[src/sv/opu_pkg.sv]
// Shared types, constants and saturation helper for the optimizer update pipeline.
package opu_pkg;

	localparam int DATA_W = 32;
	localparam int FRAC_W = 24;
	localparam int CORR_W = 16;
	localparam int ROOT_W = 28;
	localparam int ARG_W = 2 * ROOT_W;
	localparam int DEN_W = ROOT_W + 1;
	localparam int QUO_W = 56;
	localparam int NUM_W = 57;
	localparam int WIDE_W = 72;
	localparam int ADDR_W = 5;

	typedef logic signed [DATA_W-1:0] data_t;

	typedef enum logic [1:0] {
		MODE_SGD,
		MODE_MOMENTUM,
		MODE_ADAM,
		MODE_NONE
	} mode_t;

	typedef enum logic [2:0] {
		REG_MODE,
		REG_LR,
		REG_MF,
		REG_B1,
		REG_B2,
		REG_EPS,
		REG_C1,
		REG_C2
	} reg_idx_t;

	typedef struct packed {
		mode_t       mode;
		logic [23:0] lr;
		logic [23:0] mf;
		logic [23:0] b1;
		logic [23:0] b2;
		logic [23:0] eps;
		logic [31:0] c1;
		logic [31:0] c2;
	} cfg_t;

	// Item fields carried alongside the Adam datapath
	typedef struct packed {
		mode_t                   mode;
		data_t                   p;
		data_t                   nm;
		data_t                   nv;
		data_t                   np;
		logic                    flag;
		logic signed [NUM_W-1:0] num;
	} side_t;

	typedef struct packed {
		data_t val;
		logic  clip;
	} sat_t;

	localparam logic signed [WIDE_W-1:0] DMAX = WIDE_W'((64'sd1 <<< (DATA_W - 1)) - 64'sd1);
	localparam logic signed [WIDE_W-1:0] DMIN = -DMAX - WIDE_W'(1);

	// Clip a wide signed value to the data range
	function automatic sat_t sat_wide(input logic signed [WIDE_W-1:0] x);
		sat_t r;
		if (x > DMAX) begin
			r.val  = DMAX[DATA_W-1:0];
			r.clip = 1'b1;
		end else if (x < DMIN) begin
			r.val  = DMIN[DATA_W-1:0];
			r.clip = 1'b1;
		end else begin
			r.val  = x[DATA_W-1:0];
			r.clip = 1'b0;
		end
		return r;
	endfunction

endpackage

[src/sv/opu_cfg.sv]
// APB register file holding the optimizer settings.
module opu_cfg (
	input  logic                       clk,
	input  logic                       arst_n,
	input  logic                       psel,
	input  logic                       penable,
	input  logic                       pwrite,
	input  logic [opu_pkg::ADDR_W-1:0] paddr,
	input  logic [31:0]                pwdata,
	output logic [31:0]                prdata,
	output logic                       pready,
	output opu_pkg::cfg_t              cfg
);
	import opu_pkg::*;

	cfg_t     cfg_q;
	reg_idx_t idx;
	logic     wr;

	assign idx    = reg_idx_t'(paddr[ADDR_W-1:2]);
	assign wr     = psel && penable && pwrite;
	assign pready = 1'b1;
	assign cfg    = cfg_q;

	// Register writes
	always_ff @(posedge clk or negedge arst_n) begin
		if (!arst_n) begin
			cfg_q.mode <= MODE_SGD;
			cfg_q.lr   <= 24'd16777;
			cfg_q.mf   <= 24'd15099494;
			cfg_q.b1   <= 24'd15099494;
			cfg_q.b2   <= 24'd16760439;
			cfg_q.eps  <= 24'd1;
			cfg_q.c1   <= 32'd65536;
			cfg_q.c2   <= 32'd65536;
		end else if (wr) begin
			unique case (idx)
				REG_MODE: cfg_q.mode <= mode_t'(pwdata[1:0]);
				REG_LR:   cfg_q.lr   <= pwdata[23:0];
				REG_MF:   cfg_q.mf   <= pwdata[23:0];
				REG_B1:   cfg_q.b1   <= pwdata[23:0];
				REG_B2:   cfg_q.b2   <= pwdata[23:0];
				REG_EPS:  cfg_q.eps  <= pwdata[23:0];
				REG_C1:   cfg_q.c1   <= pwdata;
				REG_C2:   cfg_q.c2   <= pwdata;
				default:  ;
			endcase
		end
	end

	// Read mux
	always_comb begin
		unique case (idx)
			REG_MODE: prdata = {30'd0, cfg_q.mode};
			REG_LR:   prdata = {8'd0, cfg_q.lr};
			REG_MF:   prdata = {8'd0, cfg_q.mf};
			REG_B1:   prdata = {8'd0, cfg_q.b1};
			REG_B2:   prdata = {8'd0, cfg_q.b2};
			REG_EPS:  prdata = {8'd0, cfg_q.eps};
			REG_C1:   prdata = cfg_q.c1;
			REG_C2:   prdata = cfg_q.c2;
			default:  prdata = '0;
		endcase
	end

endmodule

[config.mk]
export PLATFORM = sky130hd
export DESIGN_NAME = opu_cfg
export DESIGN_NICKNAME = d
export VERILOG_FILES = /design/src/sv/opu_pkg.sv /design/src/sv/opu_cfg.sv
export SDC_FILE = /design/constraint.sdc
export NUM_CORES = 1
export LEC_CHECK = 0
export BUFFER_PORTS_ARGS = -buffer_cell sky130_fd_sc_hd__buf_2
export CAP_MARGIN = 20
export CORE_MARGIN = 4
export CORE_UTILIZATION = 40
export CTS_CLUSTER_SIZE = 14
export DETAILED_ROUTE_END_ITERATION = 7
export SLEW_MARGIN = 15
export SYNTH_ARGS = -nofsm -noshare
export SYNTH_HDL_FRONTEND = slang
export SYNTH_SLANG_ARGS = --single-unit
[constraint.sdc]
create_clock -name clk -period 3.5 [get_ports clk]
set_input_delay 0.525 -clock clk [delete_from_list [all_inputs] [get_ports clk]]
set_output_delay 0.525 -clock clk [all_outputs]
set_load 0.005 [all_outputs]
==> report_table.html <==
<table>
<tr><th>Metric</th><th>Value</th></tr>
<tr><th colspan="2">Outcome</th></tr>
<tr><td>Status</td><td>finished, final reports clean</td></tr>
<tr><th colspan="2">Global routing</th></tr>
<tr><td>Global-route wire length before repair</td><td>39,200 um</td></tr>
<tr><td>Antenna violations before repair</td><td>1</td></tr>
<tr><td>Grt ovf</td><td>0</td></tr>
<tr><td>Vias in the first global route</td><td>6,444</td></tr>
<tr><td>Largest net degree at the start of global routing</td><td>78</td></tr>
<tr><td>Total routing usage reported by global routing</td><td>0.213</td></tr>
<tr><th colspan="2">Worst setup path</th></tr>
<tr><td>Length in cells of the worst reg-to-reg path</td><td>1</td></tr>
<tr><td>Critical path, cell by cell</td><td>buf_2 &gt; and2b_1 &gt; buf_4 &gt; a22oi_1 &gt; o211ai_1 &gt; buf_2</td></tr>
<tr><td>Type of origin of the critical path</td><td>input port</td></tr>
<tr><td>Arr. time, crit path</td><td>2.32 ns</td></tr>
<tr><td>Endpoint class of the critical path</td><td>output port</td></tr>
<tr><td>Reg2Reg Capture Point</td><td>cfg[132]</td></tr>
<tr><td>Data required time at the worst endpoint</td><td>~3.0 ns</td></tr>
<tr><td>Stage delay of the slowest cell on the critical path</td><td>0.50 ns</td></tr>
<tr><td>Most frequent cell on the critical path</td><td>sky130_fd_sc_hd__buf_2</td></tr>
<tr><td>Flop-to-flop setup slack</td><td>approximately 2.7 ns</td></tr>
<tr><td>Max stage delay cell, worst path</td><td>sky130_fd_sc_hd__buf_2</td></tr>
<tr><td>Crit Path Category</td><td>input port to output port</td></tr>
<tr><td>CP max FO</td><td>22</td></tr>
<tr><td>Source of the worst register-to-register timing path</td><td>cfg[132]</td></tr>
<tr><th colspan="2">Floorplanning</th></tr>
<tr><td>Die area</td><td>0.0236 mm2</td></tr>
<tr><td>Io pins</td><td>261</td></tr>
<tr><td>Number of cell rows</td><td>52</td></tr>
<tr><td>Height of the die</td><td>approximately 150 um</td></tr>
<tr><td>Initial Util</td><td>0.412</td></tr>
<tr><td>Die width</td><td>154 um</td></tr>
<tr><td>Floorplan core area</td><td>0.0206 mm2</td></tr>
<tr><th colspan="2">Timing</th></tr>
<tr><td>Hold Violations, Final</td><td>0</td></tr>
<tr><td>Count of final setup violators</td><td>0</td></tr>
<tr><td>Transition at the pin with the smallest max-transition slack</td><td>0.705 ns</td></tr>
<tr><td>Share of the clock period used by the worst path after layout</td><td>0.814</td></tr>
<tr><td>Worst hold-check slack</td><td>0.107 ns</td></tr>
<tr><td>Worst slew margin relative to its limit</td><td>0.530</td></tr>
<tr><td>Peak clock frequency supported by timing</td><td>351 MHz</td></tr>
<tr><td>Setup TNS after final layout</td><td>0 ns</td></tr>
<tr><td>RSZ-0062 raised after global routing</td><td>false</td></tr>
<tr><td>Setup clock skew after layout</td><td>0 ns</td></tr>
<tr><td>Final period demand of the worst path</td><td>2.85 ns</td></tr>
<tr><td>Number of max-slew violations in the final report</td><td>0</td></tr>
<tr><th colspan="2">Synth</th></tr>
<tr><td>Post-Syn Nets</td><td>632</td></tr>
<tr><td>Post-synthesis cell count</td><td>590</td></tr>
<tr><td>Mean post-synth cell area</td><td>14.4 um2</td></tr>
<tr><td>Number of warnings issued by yosys</td><td>0</td></tr>
<tr><td>Sequential area share after synthesis</td><td>0.557</td></tr>
<tr><td>Post-synthesis instance area</td><td>0.00848 mm2</td></tr>
<tr><td>Count of distinct cell types in the synthesized netlist</td><td>32</td></tr>
<tr><td>Flip-flop and latch count after synthesis</td><td>186</td></tr>
<tr><th colspan="2">Clock tree</th></tr>
<tr><td>Insertion delay of the later-clocked pin in the worst-skew pair</td><td>0.42 ns</td></tr>
<tr><td>Root cell of the clock tree</td><td>sky130_fd_sc_hd__clkbuf_16</td></tr>
<tr><td>Number of buffers created by CTS</td><td>17</td></tr>
<tr><td>Clock tree from TritonCTS</td><td>yes</td></tr>
<tr><td>Clock transition at the registers of the reported paths</td><td>0.06 ns</td></tr>
<tr><td>Number of buffers on the longest clock path</td><td>2</td></tr>
<tr><td>Post-CTS sizing</td><td>0</td></tr>
<tr><td>Total number of H-tree levels</td><td>4</td></tr>
<tr><td>Number of clock sinks</td><td>approximately 190</td></tr>
<tr><td>Cts hold-fix bufs</td><td>0</td></tr>
<tr><td>Number of setup buffers added after CTS</td><td>0</td></tr>
<tr><th colspan="2">Route</th></tr>
<tr><td>Routed Wire Length</td><td>~26,000 um</td></tr>
<tr><td>Number of detailed-route iterations in the first pass</td><td>5</td></tr>
<tr><td>Per-cell routed wire length</td><td>22.6 um</td></tr>
<tr><td>Routed via count divided by cell count</td><td>~5.4</td></tr>
<tr><td>Met2 layer wire length in the routed design</td><td>approximately 13,000 um</td></tr>
<tr><td>Number of DRC violations after detailed-routing iteration 0</td><td>206</td></tr>
<tr><td>Residual DRC</td><td>0</td></tr>
<tr><td>Routed length on met3</td><td>1740 um</td></tr>
<tr><td>Detailed-route via count</td><td>6,108</td></tr>
<tr><td>ANT nets after route</td><td>0</td></tr>
<tr><td>Highest routed layer</td><td>met5</td></tr>
<tr><td>Met1 layer wirelength in the final routing</td><td>between 10,000 and 15,000 um</td></tr>
<tr><th colspan="2">Pwr</th></tr>
<tr><td>Share of power burned in the clock network</td><td>0.304</td></tr>
<tr><td>Reported leakage power</td><td>0.00515 uW</td></tr>
<tr><td>Cell Pwr Density</td><td>592 mW/mm2</td></tr>
<tr><td>Switching pwr</td><td>1770 uW</td></tr>
<tr><td>Part of the power in registers</td><td>0.472</td></tr>
<tr><td>Worst VDD drop</td><td>340 uV</td></tr>
<tr><td>Combinational cell fraction of total power</td><td>0.224</td></tr>
<tr><td>Net Sw Frac</td><td>0.277</td></tr>
<tr><td>Int Pwr</td><td>4610 uW</td></tr>
<tr><th colspan="2">Cells and area</th></tr>
<tr><td>Share of cells above drive strength 1</td><td>0.681</td></tr>
<tr><td>Number of flip-flops in the largest register</td><td>186</td></tr>
<tr><td>Nets</td><td>890</td></tr>
<tr><td>Utilization of the core after routing</td><td>0.523</td></tr>
<tr><td>Diodes inserted</td><td>0</td></tr>
<tr><td>Number of inserted filler cells in the final layout</td><td>~1,800</td></tr>
<tr><td>Most common library cell in the layout ignoring fill and taps</td><td>sky130_fd_sc_hd__buf_2</td></tr>
<tr><td>Layout-stage area growth over the synthesis result</td><td>26.9%</td></tr>
<tr><td>Leading cell types in the layout, fill and taps excluded</td><td>256 x sky130_fd_sc_hd__buf_2, 203 x sky130_fd_sc_hd__mux2_2, 132 x sky130_fd_sc_hd__dfrtp_1, 54 x sky130_fd_sc_hd__dfstp_2, 37 x sky130_fd_sc_hd__a22oi_1</td></tr>
<tr><td>Final instance area</td><td>0.0108 mm2</td></tr>
<tr><th colspan="2">Place</th></tr>
<tr><td>Placed instance area</td><td>about 0.010 mm2</td></tr>
<tr><td>Detailed Place HPWL</td><td>17,800 um</td></tr>
<tr><td>Global placer's final weighted congestion</td><td>0.826</td></tr>
<tr><td>Port Buffer Count</td><td>257</td></tr>
<tr><th colspan="2">Worst hold path</th></tr>
<tr><td>Type of the most critical hold path</td><td>input port to async pin</td></tr>
<tr><th colspan="2">Job</th></tr>
<tr><td>Maximum Capacitance Violations</td><td>0</td></tr>
</table>
[power by group through the flow]
stage          logic, uW  clock network [uW]  registers [uW]
2_1_floorplan        651                   0            3000
3_3_place_gp        1420                   0            3000
3_5_place_dp        1450                   0            3040
4_1_cts             1460                1990            3000
5_1_grt             1560                2070            3070
6_report            1430                1940            3010
[final cells by class]
cell class / count / area [um2] / share of cell area
flip-flops and latches: 186 / 4720 / 0.439
clock buffers: 23 / 488 / 0.0453
well taps: 270 / 338 / 0.0314
multi-input cells: 364 / 3560 / 0.331
repair buffers: 279 / 1550 / 0.144
clock inverters: 9 / 111 / 0.0103
[worst max-delay path, delay by kind of cell]
kind / cells / cell delay (ns)
buffers and inverters: 3 / 0.94
AOI/OAI and AO/OA: 2 / 0.35
and+or+nand+nor: 1 / 0.50
[cell usage after synthesis (all sizes together)]
master  number  area (um2)
a221o        1        10.0
conb         1        3.75
mux2       209        2350
nand4        1        12.5
nor3         2        21.3
buf         31         206
clkbuf       9        33.8
dfstp       54        1420
and2b        1        7.51
or3          1        6.26
nand2       23        86.3
a22oi       37         278
mux4         8         180
nor2        19        86.3
a21oi        3        15.0
a211o        1        8.76
nand2b       3        18.8
mux2i       10         100
o21ai        8        40.0
nor3b        2        15.0
dfrtp      132        3300
nand4b       1        8.76
o211ai      15         113
a22o        16         140
nor2b        2        12.5
[kinds of logic (layout without fill, tap and decap cells)]
kind of cell           after synthesis  count (layout)  synth area share
AND/OR/NAND/NOR                     55              55            0.0325
AO/OA/AOI/OAI                       81              81            0.0713
flip-flops                         186             186             0.557
multiplexers                       227             227             0.311
other                                1               1          0.000442
buffers and inverters               40             311            0.0283
[stage by stage]
step,instances,total power (uW),setup slack (ns)
5_1_grt,1131,6700,0.594
2_1_floorplan,590,3660,1.44
4_1_cts,1131,6450,0.628
6_report,1131,6370,0.652
3_5_place_dp,1099,4490,0.649
3_3_place_gp,1099,4420,0.615
[routing by layer]
metal  track usage  vias up
met5             0        -
met2         0.356      236
met1         0.270     3121
met4        0.0761        2
li1              -     2710
met3        0.0548       39
[how the worst max path moves through the flow]
stage,startpoint,to,slack [ns],cells past startpoint
detailed placement,paddr[3],prdata[11],0.65,6
floorplan,paddr[2],prdata[10],1.44,4
CTS,paddr[3],prdata[11],0.63,6
finish,paddr[3],prdata[11],0.65,6
global route,paddr[4],prdata[23],0.59,7
global placement,paddr[3],prdata[11],0.62,6
Power figures use the tool's default switching activity.
